--- src/rtl/dlcf_pkg.sv ---
// shared types, constants and helpers of the dust low complexity filter
`timescale 1ns / 1ps

package dlcf_pkg;

	localparam int MAX_READ_LEN_DEF = 1024;
	localparam int RES_DEPTH_DEF    = 8;

	localparam int TRIMER_BINS = 125;
	localparam int BIN_IDX_W   = 7;
	localparam int CODE_W      = 3;
	localparam int Q_SHIFT     = 8;

	localparam int THR_W     = 18;
	localparam int MINLEN_W  = 11;
	localparam int LEN_OUT_W = 11;
	localparam int SUM_OUT_W = 19;

	localparam logic [CODE_W-1:0]   BASE_N        = 3'd4;
	localparam logic [MINLEN_W-1:0] MIN_LEN_FLOOR = 11'd5;
	localparam logic [THR_W-1:0]    THR_RESET     = 18'd1024;
	localparam logic [MINLEN_W-1:0] MINLEN_RESET  = 11'd5;

	localparam logic REG_SCORE_THRESHOLD = 1'b0;
	localparam logic REG_MIN_READ_LENGTH = 1'b1;

	typedef struct packed {
		logic                 dusted;
		logic                 undersized;
		logic                 too_long;
		logic [LEN_OUT_W-1:0] base_len;
		logic [SUM_OUT_W-1:0] pair_sum;
	} verdict_t;

	typedef struct packed {
		logic     valid;
		verdict_t data;
	} fifo_push_t;

	// bin of a trimer, codes already limited to 0..4
	function automatic logic [BIN_IDX_W-1:0] trimer_index(
		input logic [CODE_W-1:0] older,
		input logic [CODE_W-1:0] newer,
		input logic [CODE_W-1:0] code
	);
		trimer_index = BIN_IDX_W'(older) * 7'd25 + BIN_IDX_W'(newer) * 7'd5
			+ BIN_IDX_W'(code);
	endfunction

endpackage

--- src/rtl/dlcf_if.sv ---
// request channels of the filter: base stream in, verdict stream out
`timescale 1ns / 1ps

interface dlcf_base_if;
	logic       valid;
	logic       ready;
	logic [2:0] nucleotide;
	logic       last_base;

	modport source (output valid, output nucleotide, output last_base, input ready);
	modport sink   (input valid, input nucleotide, input last_base, output ready);
endinterface

interface dlcf_verdict_if;
	logic        valid;
	logic        ready;
	logic        dusted;
	logic        undersized;
	logic        too_long;
	logic [10:0] base_len;
	logic [18:0] pair_sum;

	modport source (output valid, output dusted, output undersized, output too_long,
		output base_len, output pair_sum, input ready);
	modport sink   (input valid, input dusted, input undersized, input too_long,
		input base_len, input pair_sum, output ready);
endinterface

--- src/rtl/dlcf_ram.sv ---
// generic single write port ram with registered read
`timescale 1ns / 1ps

module dlcf_ram #(
	parameter int WIDTH = 10,
	parameter int DEPTH = 125
) (
	input  logic                     clk,
	input  logic                     we,
	input  logic [$clog2(DEPTH)-1:0] waddr,
	input  logic [WIDTH-1:0]         wdata,
	input  logic [$clog2(DEPTH)-1:0] raddr,
	output logic [WIDTH-1:0]         rdata
);

	logic [WIDTH-1:0] mem_q [DEPTH];

	// read returns the old word on a same-address write
	always_ff @(posedge clk) begin
		rdata <= mem_q[raddr];
		if (we) begin
			mem_q[waddr] <= wdata;
		end
	end

endmodule

--- src/rtl/dlcf_result_fifo.sv ---
// verdict queue between the scoring pipeline and the output channel
`timescale 1ns / 1ps

module dlcf_result_fifo #(
	parameter int DEPTH = 8
) (
	input  logic                       clk,
	input  logic                       arst_n,
	input  dlcf_pkg::fifo_push_t       push,
	output logic [$clog2(DEPTH+1)-1:0] level,
	dlcf_verdict_if.source             verdicts
);

	import dlcf_pkg::*;

	localparam int PTR_W = $clog2(DEPTH);
	localparam int LVL_W = $clog2(DEPTH + 1);

	verdict_t         mem_q [DEPTH];
	logic [PTR_W-1:0] wr_ptr_q;
	logic [PTR_W-1:0] rd_ptr_q;
	logic [LVL_W-1:0] level_q;
	logic             pop;

	assign pop            = verdicts.valid && verdicts.ready;
	assign level          = level_q;
	assign verdicts.valid = (level_q != '0);

	assign verdicts.dusted     = mem_q[rd_ptr_q].dusted;
	assign verdicts.undersized = mem_q[rd_ptr_q].undersized;
	assign verdicts.too_long   = mem_q[rd_ptr_q].too_long;
	assign verdicts.base_len   = mem_q[rd_ptr_q].base_len;
	assign verdicts.pair_sum   = mem_q[rd_ptr_q].pair_sum;

	always_ff @(posedge clk) begin
		if (push.valid) begin
			mem_q[wr_ptr_q] <= push.data;
		end
	end

	always_ff @(posedge clk or negedge arst_n) begin
		if (!arst_n) begin
			wr_ptr_q <= '0;
			rd_ptr_q <= '0;
			level_q  <= '0;
		end else begin
			if (push.valid) begin
				wr_ptr_q <= (wr_ptr_q == PTR_W'(DEPTH - 1)) ? '0 : wr_ptr_q + 1'b1;
			end
			if (pop) begin
				rd_ptr_q <= (rd_ptr_q == PTR_W'(DEPTH - 1)) ? '0 : rd_ptr_q + 1'b1;
			end
			if (push.valid && !pop) begin
				level_q <= level_q + 1'b1;
			end else if (pop && !push.valid) begin
				level_q <= level_q - 1'b1;
			end
		end
	end

endmodule

--- src/rtl/dust_low_complexity_filter.sv ---
// dust triplet low complexity filter: one base per cycle in while ready is high, one verdict per read out
// a read's verdict passes the registered stages 1, 2 and 3, then the verdict queue, after its last base is accepted
// throughput: one base per cycle while ready is high, set by the single histogram ram read-modify-write
// ready drops only while queued plus in-flight verdicts fill the RES_DEPTH queue
// reset: asynchronous; histogram bins are flagged empty at once, no clearing pass
`timescale 1ns / 1ps

module dust_low_complexity_filter #(
	parameter int MAX_READ_LEN = dlcf_pkg::MAX_READ_LEN_DEF,
	parameter int RES_DEPTH    = dlcf_pkg::RES_DEPTH_DEF
) (
	input  logic        clk,
	input  logic        arst_n,
	input  logic        psel,
	input  logic        penable,
	input  logic        pwrite,
	input  logic [2:0]  paddr,
	input  logic [31:0] pwdata,
	output logic [31:0] prdata,
	output logic        pready,
	dlcf_base_if.sink       bases,
	dlcf_verdict_if.source  verdicts
);

	import dlcf_pkg::*;

	// base counter holds MAX_READ_LEN itself; a bin never exceeds MAX_READ_LEN - 2
	localparam int CNT_W     = $clog2(MAX_READ_LEN + 1);
	localparam int BIN_W     = $clog2(MAX_READ_LEN);
	localparam int SUM_W     = 2 * BIN_W;
	localparam int RHS_W     = THR_W + CNT_W;
	localparam int LHS_W     = SUM_W + Q_SHIFT;
	localparam int CMP_W     = (LHS_W > RHS_W) ? LHS_W : RHS_W;
	localparam int LEN_CMP_W = (CNT_W > MINLEN_W) ? CNT_W : MINLEN_W;
	localparam int LVL_W     = $clog2(RES_DEPTH + 1);
	localparam int OCC_W     = $clog2(RES_DEPTH + 4);

	// configuration registers
	logic [THR_W-1:0]    thr_q;
	logic [MINLEN_W-1:0] min_len_q;
	logic                cfg_wr;

	// per-read running state
	logic [CNT_W-1:0]    base_cnt_q;
	logic [2*CODE_W-1:0] prev_q;
	logic                ovf_q;
	logic [SUM_W-1:0]    sum_q;
	logic [TRIMER_BINS-1:0] bin_valid_q;

	// accept stage
	logic                 accept;
	logic [CODE_W-1:0]    code_c;
	logic                 full_c;
	logic                 count_en_c;
	logic [CNT_W-1:0]     bc_next_c;
	logic                 ovf_next_c;
	logic [BIN_IDX_W-1:0] idx_c;

	// stage 1: histogram read data back, update and write
	logic                 vld_s1;
	logic                 last_s1;
	logic                 cnt_en_s1;
	logic [BIN_IDX_W-1:0] idx_s1;
	logic [CNT_W-1:0]     len_s1;
	logic                 long_s1;
	logic [BIN_W-1:0]     ram_rdata;
	logic [BIN_W-1:0]     old_c;
	logic [BIN_W-1:0]     new_c;
	logic [SUM_W-1:0]     sum_next_c;
	logic                 we_c;
	logic [MINLEN_W-1:0]  eff_min_c;
	logic                 short_c;

	// forwarding of the write made in the previous cycle
	logic                 wr_en_q;
	logic [BIN_IDX_W-1:0] wr_idx_q;
	logic [BIN_W-1:0]     wr_cnt_q;
	logic                 fwd_hit_c;

	// stage 2: threshold product
	logic             vld_s2;
	logic [SUM_W-1:0] sum_s2;
	logic [CNT_W-1:0] len_s2;
	logic             short_s2;
	logic             long_s2;
	logic [CNT_W-1:0] len_diff_c;
	logic [RHS_W-1:0] rhs_c;

	// stage 3: score compare into the verdict queue
	logic             vld_s3;
	logic [SUM_W-1:0] sum_s3;
	logic [CNT_W-1:0] len_s3;
	logic             short_s3;
	logic             long_s3;
	logic [RHS_W-1:0] rhs_s3;
	logic [CMP_W-1:0] lhs_c;
	logic             low_cplx_c;

	fifo_push_t       push_c;
	logic [LVL_W-1:0] level;
	logic [OCC_W-1:0] occ_c;

	// ---------------- configuration port ----------------
	assign pready = 1'b1;
	assign cfg_wr = psel && penable && pwrite && pready;

	// register index sits in paddr[2], byte offset bits are ignored
	always_comb begin
		unique case (paddr[2])
			REG_SCORE_THRESHOLD: prdata = 32'(thr_q);
			REG_MIN_READ_LENGTH: prdata = 32'(min_len_q);
			default:             prdata = '0;
		endcase
	end

	always_ff @(posedge clk or negedge arst_n) begin
		if (!arst_n) begin
			thr_q     <= THR_RESET;
			min_len_q <= MINLEN_RESET;
		end else if (cfg_wr) begin
			unique case (paddr[2])
				REG_SCORE_THRESHOLD: thr_q     <= pwdata[THR_W-1:0];
				REG_MIN_READ_LENGTH: min_len_q <= pwdata[MINLEN_W-1:0];
				default: ;
			endcase
		end
	end

	// ---------------- accept stage ----------------
	// room is reserved for every verdict that could still arrive, so the
	// pipeline itself never stalls and ready has no path from verdicts.ready
	assign occ_c = OCC_W'(level) + OCC_W'(vld_s1 && last_s1) + OCC_W'(vld_s2)
		+ OCC_W'(vld_s3);
	assign bases.ready = (occ_c < OCC_W'(RES_DEPTH));
	assign accept      = bases.valid && bases.ready;

	// unknown codes count as n
	assign code_c     = (bases.nucleotide > BASE_N) ? BASE_N : bases.nucleotide;
	assign full_c     = (base_cnt_q == CNT_W'(MAX_READ_LEN));
	assign count_en_c = !full_c && (base_cnt_q >= CNT_W'(2));
	assign bc_next_c  = full_c ? base_cnt_q : base_cnt_q + 1'b1;
	assign ovf_next_c = ovf_q || full_c;
	assign idx_c      = trimer_index(prev_q[2*CODE_W-1:CODE_W], prev_q[CODE_W-1:0], code_c);

	always_ff @(posedge clk or negedge arst_n) begin
		if (!arst_n) begin
			base_cnt_q <= '0;
			prev_q     <= '0;
			ovf_q      <= 1'b0;
		end else if (accept) begin
			if (bases.last_base) begin
				base_cnt_q <= '0;
				prev_q     <= '0;
				ovf_q      <= 1'b0;
			end else begin
				base_cnt_q <= bc_next_c;
				ovf_q      <= ovf_next_c;
				if (!full_c) begin
					prev_q <= {prev_q[CODE_W-1:0], code_c};
				end
			end
		end
	end

	// ---------------- histogram ram ----------------
	// read is issued with the accepted base, data lands with it in stage 1
	dlcf_ram #(
		.WIDTH (BIN_W),
		.DEPTH (TRIMER_BINS)
	) u_hist_ram (
		.clk   (clk),
		.we    (we_c),
		.waddr (idx_s1),
		.wdata (new_c),
		.raddr (idx_c),
		.rdata (ram_rdata)
	);

	always_ff @(posedge clk or negedge arst_n) begin
		if (!arst_n) begin
			vld_s1 <= 1'b0;
		end else begin
			vld_s1 <= accept;
		end
	end

	always_ff @(posedge clk) begin
		if (accept) begin
			last_s1   <= bases.last_base;
			cnt_en_s1 <= count_en_c;
			idx_s1    <= idx_c;
			len_s1    <= bc_next_c;
			long_s1   <= ovf_next_c;
		end
	end

	// ---------------- stage 1 ----------------
	// the ram misses only the write of the cycle before; an empty bin reads zero
	assign fwd_hit_c  = wr_en_q && (wr_idx_q == idx_s1);
	assign old_c      = fwd_hit_c ? wr_cnt_q :
		(bin_valid_q[idx_s1] ? ram_rdata : '0);
	assign new_c      = old_c + 1'b1;
	assign we_c       = vld_s1 && cnt_en_s1;
	assign sum_next_c = sum_q + (cnt_en_s1 ? SUM_W'(old_c) : '0);

	assign eff_min_c = (min_len_q < MIN_LEN_FLOOR) ? MIN_LEN_FLOOR : min_len_q;
	assign short_c   = (LEN_CMP_W'(len_s1) < LEN_CMP_W'(eff_min_c));

	// end of read clears every bin valid flag and the pair sum together
	always_ff @(posedge clk or negedge arst_n) begin
		if (!arst_n) begin
			bin_valid_q <= '0;
			wr_en_q     <= 1'b0;
			sum_q       <= '0;
		end else begin
			wr_en_q <= we_c && !last_s1;
			if (vld_s1 && last_s1) begin
				bin_valid_q <= '0;
				sum_q       <= '0;
			end else begin
				if (we_c) begin
					bin_valid_q[idx_s1] <= 1'b1;
				end
				if (vld_s1) begin
					sum_q <= sum_next_c;
				end
			end
		end
	end

	always_ff @(posedge clk) begin
		wr_idx_q <= idx_s1;
		wr_cnt_q <= new_c;
	end

	// ---------------- stage 2 ----------------
	always_ff @(posedge clk or negedge arst_n) begin
		if (!arst_n) begin
			vld_s2 <= 1'b0;
			vld_s3 <= 1'b0;
		end else begin
			vld_s2 <= vld_s1 && last_s1;
			vld_s3 <= vld_s2;
		end
	end

	always_ff @(posedge clk) begin
		if (vld_s1 && last_s1) begin
			sum_s2   <= sum_next_c;
			len_s2   <= len_s1;
			short_s2 <= short_c;
			long_s2  <= long_s1;
		end
	end

	// trimer count is len - 2; wraps only for short reads, whose score is unused
	assign len_diff_c = len_s2 - CNT_W'(2);
	assign rhs_c      = RHS_W'(thr_q) * RHS_W'(len_diff_c);

	always_ff @(posedge clk) begin
		if (vld_s2) begin
			sum_s3   <= sum_s2;
			len_s3   <= len_s2;
			short_s3 <= short_s2;
			long_s3  <= long_s2;
			rhs_s3   <= rhs_c;
		end
	end

	// ---------------- stage 3 ----------------
	assign lhs_c      = CMP_W'(sum_s3) << Q_SHIFT;
	assign low_cplx_c = (lhs_c >= CMP_W'(rhs_s3));

	always_comb begin
		push_c.valid           = vld_s3;
		push_c.data.dusted     = short_s3 || long_s3 || low_cplx_c;
		push_c.data.undersized = short_s3;
		push_c.data.too_long   = long_s3;
		push_c.data.base_len   = LEN_OUT_W'(len_s3);
		push_c.data.pair_sum   = SUM_OUT_W'(sum_s3);
	end

	dlcf_result_fifo #(
		.DEPTH (RES_DEPTH)
	) u_result_fifo (
		.clk      (clk),
		.arst_n   (arst_n),
		.push     (push_c),
		.level    (level),
		.verdicts (verdicts)
	);

`ifndef ASSERT_OFF
	// queued plus in-flight verdicts never exceed the queue
	a_no_overrun: assert property (@(posedge clk) disable iff (!arst_n)
		occ_c <= OCC_W'(RES_DEPTH))
		else $error("verdict queue overrun");

	// a forwarded count always belongs to a bin already marked as filled
	a_fwd_valid: assert property (@(posedge clk) disable iff (!arst_n)
		wr_en_q |-> bin_valid_q[wr_idx_q])
		else $error("forwarded bin not marked valid");

	// the histogram is empty after every verdict leaves stage 1
	a_hist_cleared: assert property (@(posedge clk) disable iff (!arst_n)
		(vld_s1 && last_s1) |=> (bin_valid_q == '0) && (sum_q == '0))
		else $error("histogram not cleared at end of read");

	// read state restarts after the last base
	a_read_restart: assert property (@(posedge clk) disable iff (!arst_n)
		(accept && bases.last_base) |=> (base_cnt_q == '0) && !ovf_q)
		else $error("read state not restarted");
`endif

endmodule

--- src/flat_wrapper.sv ---
// flat-port wrapper written by rule: the top's interface ports become plain ports
module dust_low_complexity_filter_flat import dlcf_pkg::*;
#(
	parameter int MAX_READ_LEN = dlcf_pkg::MAX_READ_LEN_DEF,
	parameter int RES_DEPTH    = dlcf_pkg::RES_DEPTH_DEF
)
  (clk, arst_n, psel, penable, pwrite, paddr, pwdata, prdata, pready, bases_valid, bases_nucleotide, bases_last_base, bases_ready, verdicts_valid, verdicts_dusted, verdicts_undersized, verdicts_too_long, verdicts_base_len, verdicts_pair_sum, verdicts_ready);
  dlcf_base_if bases_i ();
  dlcf_verdict_if verdicts_i ();
  input  logic clk;
  input  logic arst_n;
  input  logic psel;
  input  logic penable;
  input  logic pwrite;
  input  logic [2:0] paddr;
  input  logic [31:0] pwdata;
  output logic [31:0] prdata;
  output logic pready;
  input wire logic [$bits(bases_i.valid)-1:0] bases_valid;
  input wire logic [$bits(bases_i.nucleotide)-1:0] bases_nucleotide;
  input wire logic [$bits(bases_i.last_base)-1:0] bases_last_base;
  output wire logic [$bits(bases_i.ready)-1:0] bases_ready;
  output wire logic [$bits(verdicts_i.valid)-1:0] verdicts_valid;
  output wire logic [$bits(verdicts_i.dusted)-1:0] verdicts_dusted;
  output wire logic [$bits(verdicts_i.undersized)-1:0] verdicts_undersized;
  output wire logic [$bits(verdicts_i.too_long)-1:0] verdicts_too_long;
  output wire logic [$bits(verdicts_i.base_len)-1:0] verdicts_base_len;
  output wire logic [$bits(verdicts_i.pair_sum)-1:0] verdicts_pair_sum;
  input wire logic [$bits(verdicts_i.ready)-1:0] verdicts_ready;
  assign bases_i.valid = bases_valid;
  assign bases_i.nucleotide = bases_nucleotide;
  assign bases_i.last_base = bases_last_base;
  assign bases_ready = bases_i.ready;
  assign verdicts_valid = verdicts_i.valid;
  assign verdicts_dusted = verdicts_i.dusted;
  assign verdicts_undersized = verdicts_i.undersized;
  assign verdicts_too_long = verdicts_i.too_long;
  assign verdicts_base_len = verdicts_i.base_len;
  assign verdicts_pair_sum = verdicts_i.pair_sum;
  assign verdicts_i.ready = verdicts_ready;
  dust_low_complexity_filter #(.MAX_READ_LEN(MAX_READ_LEN), .RES_DEPTH(RES_DEPTH)) u_core (.clk(clk), .arst_n(arst_n), .psel(psel), .penable(penable), .pwrite(pwrite), .paddr(paddr), .pwdata(pwdata), .prdata(prdata), .pready(pready), .bases(bases_i), .verdicts(verdicts_i));
endmodule
--- config.mk ---
export PLATFORM = sky130hd
export DESIGN_NAME = dust_low_complexity_filter_flat
export DESIGN_NICKNAME = d
export VERILOG_FILES = /design/src/rtl/dlcf_pkg.sv /design/src/rtl/dlcf_if.sv /design/src/rtl/dlcf_ram.sv /design/src/rtl/dlcf_result_fifo.sv /design/src/rtl/dust_low_complexity_filter.sv /design/src/flat_wrapper.sv
export SDC_FILE = /design/constraint.sdc
export NUM_CORES = 2
export LEC_CHECK = 0
export BUFFER_PORTS_ARGS = -buffer_cell sky130_fd_sc_hd__buf_4
export CAP_MARGIN = 30
export CORE_MARGIN = 2
export CORE_UTILIZATION = 45
export DETAILED_ROUTE_END_ITERATION = 6
export GPL_TIMING_DRIVEN = 0
export PLACE_DENSITY = 0.63
export SETUP_SLACK_MARGIN = 0.5
export SLEW_MARGIN = 40
export SYNTH_ARGS = -nofsm -noshare
export SYNTH_HDL_FRONTEND = slang
export SYNTH_HIERARCHICAL = 1
export SYNTH_SLANG_ARGS = --single-unit
--- constraint.sdc ---
create_clock -name clk -period 8.5 [get_ports clk]
set_clock_uncertainty 0.15 [all_clocks]
set_input_delay 0 -clock clk [delete_from_list [all_inputs] [get_ports clk]]
set_output_delay 0 -clock clk [all_outputs]
set_load 0.1 [all_outputs]
# Yosys cells after proc, flatten, opt, wreduce, memory -nomap -nowiden
# Memory sizes are Yosys's and may differ from the RTL's. A register that Yosys moved wholly into a read port is not among the register bits.
# Cells that the tools add are included.
totals:
  register_bits: 339
  mem_bits_rw: 1514
  output_inout_bits: 68
  n_memories: 2
op_classes:
  add_sub_neg: 13
  n_mul: 3
  magnitude_cmp: 8
  n_eq_ne: 5
  muxes: 27
  n_bitwise: 2
  reduce_logical: 26
memory_table:
  columns: ["name", "depth", "width", "rd", "rd_clocked_by_memory_dff", "wr", "line_no", "rtl"]
  rows:
  - ["u_core.u_hist_ram.mem_q", 125, 10, 1, 1, 1, "dlcf_ram.sv:16", "logic [WIDTH-1:0] mem_q [DEPTH];"]
  - ["u_core.u_result_fifo.mem_q", 8, 33, 1, 0, 1, "dlcf_result_fifo.sv:19", "verdict_t mem_q [DEPTH];"]
ops:
  columns: ["operator", "n"]
  rows:
  - ["$mux 125", 2]
  - ["$or 125x125->125", 1]
  - ["$pmux 32 s2", 1]
  - ["$mux 20", 2]
  - ["$mux 11", 3]
  - ["$mux 10", 3]
  - ["$ge 28x29->1", 1]
  - ["$mul 18x11->29", 1]
  - ["$add 20x20->20", 1]
  - ["$add 4x1->4", 3]
  - ["$logic_and 1x1->1", 12]
  - ["$mux 6", 2]
  - ["$add 11x1->11 const B", 1]
  - ["$eq 11x11->1 const B", 1]
  - ["$ge 11x2->1 const B", 1]
  - ["$lt 11x11->1", 1]
  - ["$lt 11x3->1 const B", 1]
  - ["$sub 11x2->11 const B", 1]
  - ["$add 10x1->10 const B", 1]
  - ["$mux 3", 3]
  - ["$lt 7x8->1 const B", 1]
  - ["$mux 4", 2]
  - ["$add 7x3->7", 1]
  - ["$add 7x6->7", 1]
  - ["20 further kinds", 37]

# Depth between registers and ports, before layout
logic_depth:
  depth_word: 8
  ltp_mapped: 28
  mapped_depth_nobuf: 26

# By module
# The synthesis kept the hierarchy.
modules_own_cells:
  columns: ["mod", "n_inst", "cells_per_inst", "area_per_inst_um2", "seq_area_each_um2"]
  rows:
  - ["dlcf_ram", 1, 2213, 48527.8, 37736.2]
  - ["dust_low_complexity_filter", 1, 2071, 21628.2, 8732.1]
  - ["dlcf_result_fifo", 1, 445, 10617.7, 8177.8]

# Worst setup path after synthesis
# No wires, ideal clock.
synth_path:
  path_type: "register to register"
  from: "reg u_core.idx_s1[1]"
  to: "mem u_core.u_hist_ram.mem_q[0][8], data pin"
  setup_ps: 855
  t_arrival_ps: 6012
  path_slack_ps: 1483
  path_stages_with_launch: 17
  n_path_buf: 4
  period_less_slack_ps: 7017
  cell_sequence: "edfxtp_1 > buf_6 > or2_1 > buf_6 > buf_8 > o22ai_1 > o21ai_1 > a41oi_2 > nor4_2 > nor2_4 > buf_6 > a22o_1 > ha_1 > inv_1 > a211o_1 > a21oi_2 > xor2_1"
synth_via:
  elab_chain_cells: 5
  word_cells_on_any_way: 7
  cone_classes: "add/sub (1); eq/ne (1); mux (4); reduce/logical (1)"
synth_lines:
  columns: ["element", "line_no", "rtl"]
  rows:
  - ["start, declared", "dust_low_complexity_filter.sv:63", "logic [BIN_IDX_W-1:0] idx_s1;"]
  - ["start signal, assigned", "dust_low_complexity_filter.sv:191", "idx_s1 <= idx_c;"]
  - ["$bmux 1 s7", "dust_low_complexity_filter.sv:201", "(bin_valid_q[idx_s1] ? ram_rdata : '0);"]
  - ["$mux 1 (implied by the code)", "dust_low_complexity_filter.sv:201", null]
  - ["$mux 10", "dust_low_complexity_filter.sv:201", null]
  - ["$mux 10 (*)", "dust_low_complexity_filter.sv:200", "assign old_c = fwd_hit_c ? wr_cnt_q :"]
  - ["$add 10x1->10 (*)", "dust_low_complexity_filter.sv:202", "assign new_c = old_c + 1'b1;"]
  - ["named net u_core.new_c[8]", "dust_low_complexity_filter.sv:68", "logic [BIN_W-1:0] new_c;"]
  - ["end, declared", "dlcf_ram.sv:16", null]
# Mark *: on every way through the listed nets, which the timed path passes. The rest lies on a longest branch. The select of a mux whose other input is x is not followed.

# Final worst setup path
layout_path:
  from: "reg u_core.len_s2[1]"
  to: "reg u_core.rhs_s3[26], data pin"
layout_via:
  elab_chain_cells: 2
layout_lines:
  columns: ["element", "line_no", "rtl"]
  rows:
  - ["start, declared", "dust_low_complexity_filter.sv:83", "logic [CNT_W-1:0] len_s2;"]
  - ["start signal, assigned", "dust_low_complexity_filter.sv:250", "len_s2 <= len_s1;"]
  - ["$sub 11x2->11", "dust_low_complexity_filter.sv:257", "assign len_diff_c = len_s2 - CNT_W'(2);"]
  - ["$mul 18x11->29", "dust_low_complexity_filter.sv:258", "assign rhs_c = RHS_W'(thr_q) * RHS_W'(len_diff_c);"]
  - ["named net u_core.rhs_c[26]", "dust_low_complexity_filter.sv:87", "logic [RHS_W-1:0] rhs_c;"]
  - ["end signal, assigned", "dust_low_complexity_filter.sv:266", "rhs_s3 <= rhs_c;"]
  - ["end, declared", "dust_low_complexity_filter.sv:95", "logic [RHS_W-1:0] rhs_s3;"]
# The timed path passes the listed nets, and every way through them passes these cells.
# A chain may end at the register's enable or synchronous reset.

==> flow_metrics.py <==
metrics = {
    "run_status": {
        "status": "finished, final reports clean",
    },
    "clock_tree": {
        "clk_pin_slew_ns": 0.06,
        "htree_levels": 4,
        "cts_buffer_depth": 3,
        "cts_tree": "yes",
        "numClockSinks": 1863,
        "clkLatencyLatePin_ns": 0.83,
        "root_buffer": "clkbuf_16",
        "numCtsBuffers": 190,
    },
    "global_route": {
        "grt_usage": 0.221,
        "grt_pass1_vias": 44600,
        "antenna_found_initial": 1,
        "grt-ovfl-total": 0,
        "grt_max_degree": 90,
        "grt_pass1_wl_mm": 297,
    },
    "critical_path": {
        "worstPathRequired_ns": 8.90,
        "path_class": "reg -> reg",
        "crit_chain": "inv_1 -> clkbuf_2 -> ha_1 -> nand2_1 -> xnor2_2 -> clkbuf_2 -> nand2_1 -> fa_1 -> inv_1 -> fa_1 -> fa_1 -> fa_1 -> fa_1 -> ha_1 -> a21o_1 -> a21o_1 -> a21oi_1 -> nor2_1 -> a211oi_1 -> o21ai_0 -> o41ai_2 -> o21bai_1 -> a21oi_1 -> xnor2_1",
        "arrival_ns": 8.03,
        "r2r_start": "u_core/len_s2[1]",
        "end_kind": "flip-flop",
        "cp_slowest_cell": "fa_1",
        "rr_worst_depth": 24,
        "critPathLaunch": "u_core/len_s2[1]",
        "crit_top_cell": "fa_1",
        "critPathMaxFanout": 10,
        "startpoint_type": "flip-flop",
        "slowest_delay_ns": 0.56,
    },
    "die": {
        "die_area_um2": 183000,
        "dieHeight_um": 428,
        "start_util": 0.453,
        "die_w_um": 428,
        "coreArea_um2": 178000,
        "pin_count": 114,
        "std_cell_rows": 155,
    },
    "synthesis": {
        "ys.warnings.count": 6,
        "seq_area_frac_synth": 0.677,
        "synth.distinct_cells": 97,
        "synth_area_um2": 80800,
        "synth_edf_count": 1630,
        "avgSynthCellArea_um2": 17.1,
        "syn-instance-count": 4729,
        "yosys_register_bits": 1863,
        "synth_ff_type": "edfxtp_1",
        "async_flop_share": 0.111,
    },
    "sta": {
        "rsz0062_at_grt": "no",
        "drv_slew": 0,
        "fmax_mhz": 131,
        "period_minus_slack_ns": 7.63,
        "finalCritPeriodShare": 0.898,
        "holdWs_ns": 0.0677,
        "hold_viol_final": 0,
        "tightest_slew_ns": 0.937,
        "setup_violations": 0,
        "relSlewSlack": 0.371,
        "setup-tns-final_ns": 0,
    },
    "job": {
        "maxCapViolCount": 0,
    },
    "layout": {
        "stdcell_count": 7700,
        "drive_above_1_share": 0.245,
        "area_growth_pct": 15.6,
        "nNetsFinal": 5524,
        "finalCoreUtilization": 0.523,
    },
    "routing": {
        "via_per_inst": 5.75,
        "drt-pass1-iter-count": 5,
        "wl_per_cell_um": 26.2,
        "drt-total-wl_mm": 201,
        "detail-route-antenna-nets": 0,
        "remaining_drc_errors": 0,
        "drt_iter0_markers": 4139,
        "vias": 44300,
    },
    "placed_design": {
        "place_inst": 7283,
        "dp_hpwl_mm": 139,
        "port_buffers": 82,
        "place.gp.congestion": 0.921,
    },
    "worst_hold_path": {
        "hold_depth": 4,
        "min_from": "pwrite",
        "hold_class": "in -> reg",
    },
}
layer usage:
layer  wire (um)  part of all wire  global-route usage  vias up
met3       13600             0.068              0.0411      395
li1            -                 -                   -    19100
met4        7660             0.038              0.0800        2
met1       80500              0.40               0.291    23200
met5          13          0.000065                   0        -
met2       99600              0.49               0.369     1627
cell usage in the layout, fill, tap and decap left out, drive strengths merged, types with 30 or more instances in the layout:
cell type,synthesis,routed
mux2,120,120
nor2b,66,66
mux2i,127,127
xnor2,61,61
nand3,35,35
nand2,209,209
clkinv,1,77
inv,223,228
fa,150,150
a22oi,30,30
clkbuf,104,347
nor3,39,39
dlygate4sd3,0,61
edfxtp,1630,1630
nor2,329,329
o21ai,79,79
and2,85,85
buf,132,322
o22ai,60,60
a21oi,183,183
ha,141,141
dfrtp,203,203
nand2b,41,41
a22o,37,37
mux4,356,356
cell usage after synthesis, drive strengths merged (16+ instances only):
cell type | instances | share of area
xnor2 | 61 | 0.0067
nand3 | 35 | 0.0022
mux4 | 356 | 0.099
mux2 | 120 | 0.017
and3 | 16 | 0.0012
a211oi | 26 | 0.0025
mux2i | 127 | 0.016
nor2b | 66 | 0.0051
a22oi | 30 | 0.0028
nand2 | 209 | 0.0098
nor2 | 329 | 0.015
fa | 150 | 0.037
dfrtp | 203 | 0.063
edfxtp | 1630 | 0.61
a21o | 19 | 0.0018
dfxtp | 27 | 0.0067
a22o | 37 | 0.0040
o21ai | 79 | 0.0049
o22ai | 60 | 0.0046
buf | 132 | 0.012
xor2 | 19 | 0.0022
a21oi | 183 | 0.011
nor3 | 39 | 0.0025
and2 | 85 | 0.0066
clkbuf | 104 | 0.0049
nand2b | 41 | 0.0033
nand4 | 19 | 0.0015
ha | 141 | 0.022
inv | 223 | 0.010
per-stage QoR:
stage	cell area, um2	setup slack [ns]
after detailed placement	86400	-0.215
after CTS	93300	0.518
after floorplan	80800	1.48
after global routing	93400	0.535
after global placement	84400	-5.15
final	93400	0.866
critical path: cells and delay by family, from the launching register on:
family | cells | cell delay [ns]
buf+inv | 4 | 0.85
fa+ha+maj | 7 | 3.19
flops | 1 | 0.50
compound gates | 8 | 1.77
xor+xnor | 2 | 0.57
simple gates | 3 | 0.31
state kept, by name, indices dropped and copies added, names as in the netlist, 18 cells and up:
name                        cells
u_core/u_result_fifo/mem_q    264
u_core/thr_q                   18
u_core/sum_q                   20
u_core/bin_valid_q            125
u_core/sum_s2                  20
u_core/sum_s3                  20
u_core/rhs_s3                  29
u_core/u_hist_ram/mem_q      1250
cell type report:
cell class,count,area [um2]
diodes,2,5.00
plain buffers,236,1410
clock buffers,242,5060
clock inverters,106,1100
fillers,14400,85100
inverters,224,850
multi-input cells,2419,24700
flip-flops and latches,1863,54600
well taps,2355,2950
repair buffers,253,2660
final timing paths:
kind | to | slack [ns]
worst max-delay path | u_core/rhs_s3[26] | 0.87
worst min-delay path | u_core/thr_q[17] | 0.07
worst max register to register | u_core/rhs_s3[26] | 0.87
worst min register to register | u_core/sum_s3[14] | 0.27
max in group asynchronous | u_core/bin_valid_q[95] | 7.13
min in group asynchronous | u_core/thr_q[3] | 0.13
cells by family (layout without fill, tap and decap cells):
group | Yosys count | after routing | share of synthesized area
DFF | 1863 | 1863 | 0.677
and+or+nand+nor | 897 | 897 | 0.0528
muxes | 603 | 603 | 0.132
AOI/OAI and AO/OA | 533 | 533 | 0.0429
buffers and inverters | 460 | 1061 | 0.0274
adders and majority gates | 291 | 291 | 0.0590
xor gates and xnor gates | 80 | 80 | 0.00886
other | 2 | 17 | 0.0000930
what timing repair did:
item                                    4_1_cts  5_1_grt
endpoints found under the setup margin        9        9
hold buffers                                 62        0
resized for setup                             8        8
pin swaps                                     0        0
buffers inserted                              1        4
endpoints found under the hold margin       281        0
Power is left out: the tool's default activity adds up to more than one toggle a clock period on the data nets, which glitch-free logic cannot reach.
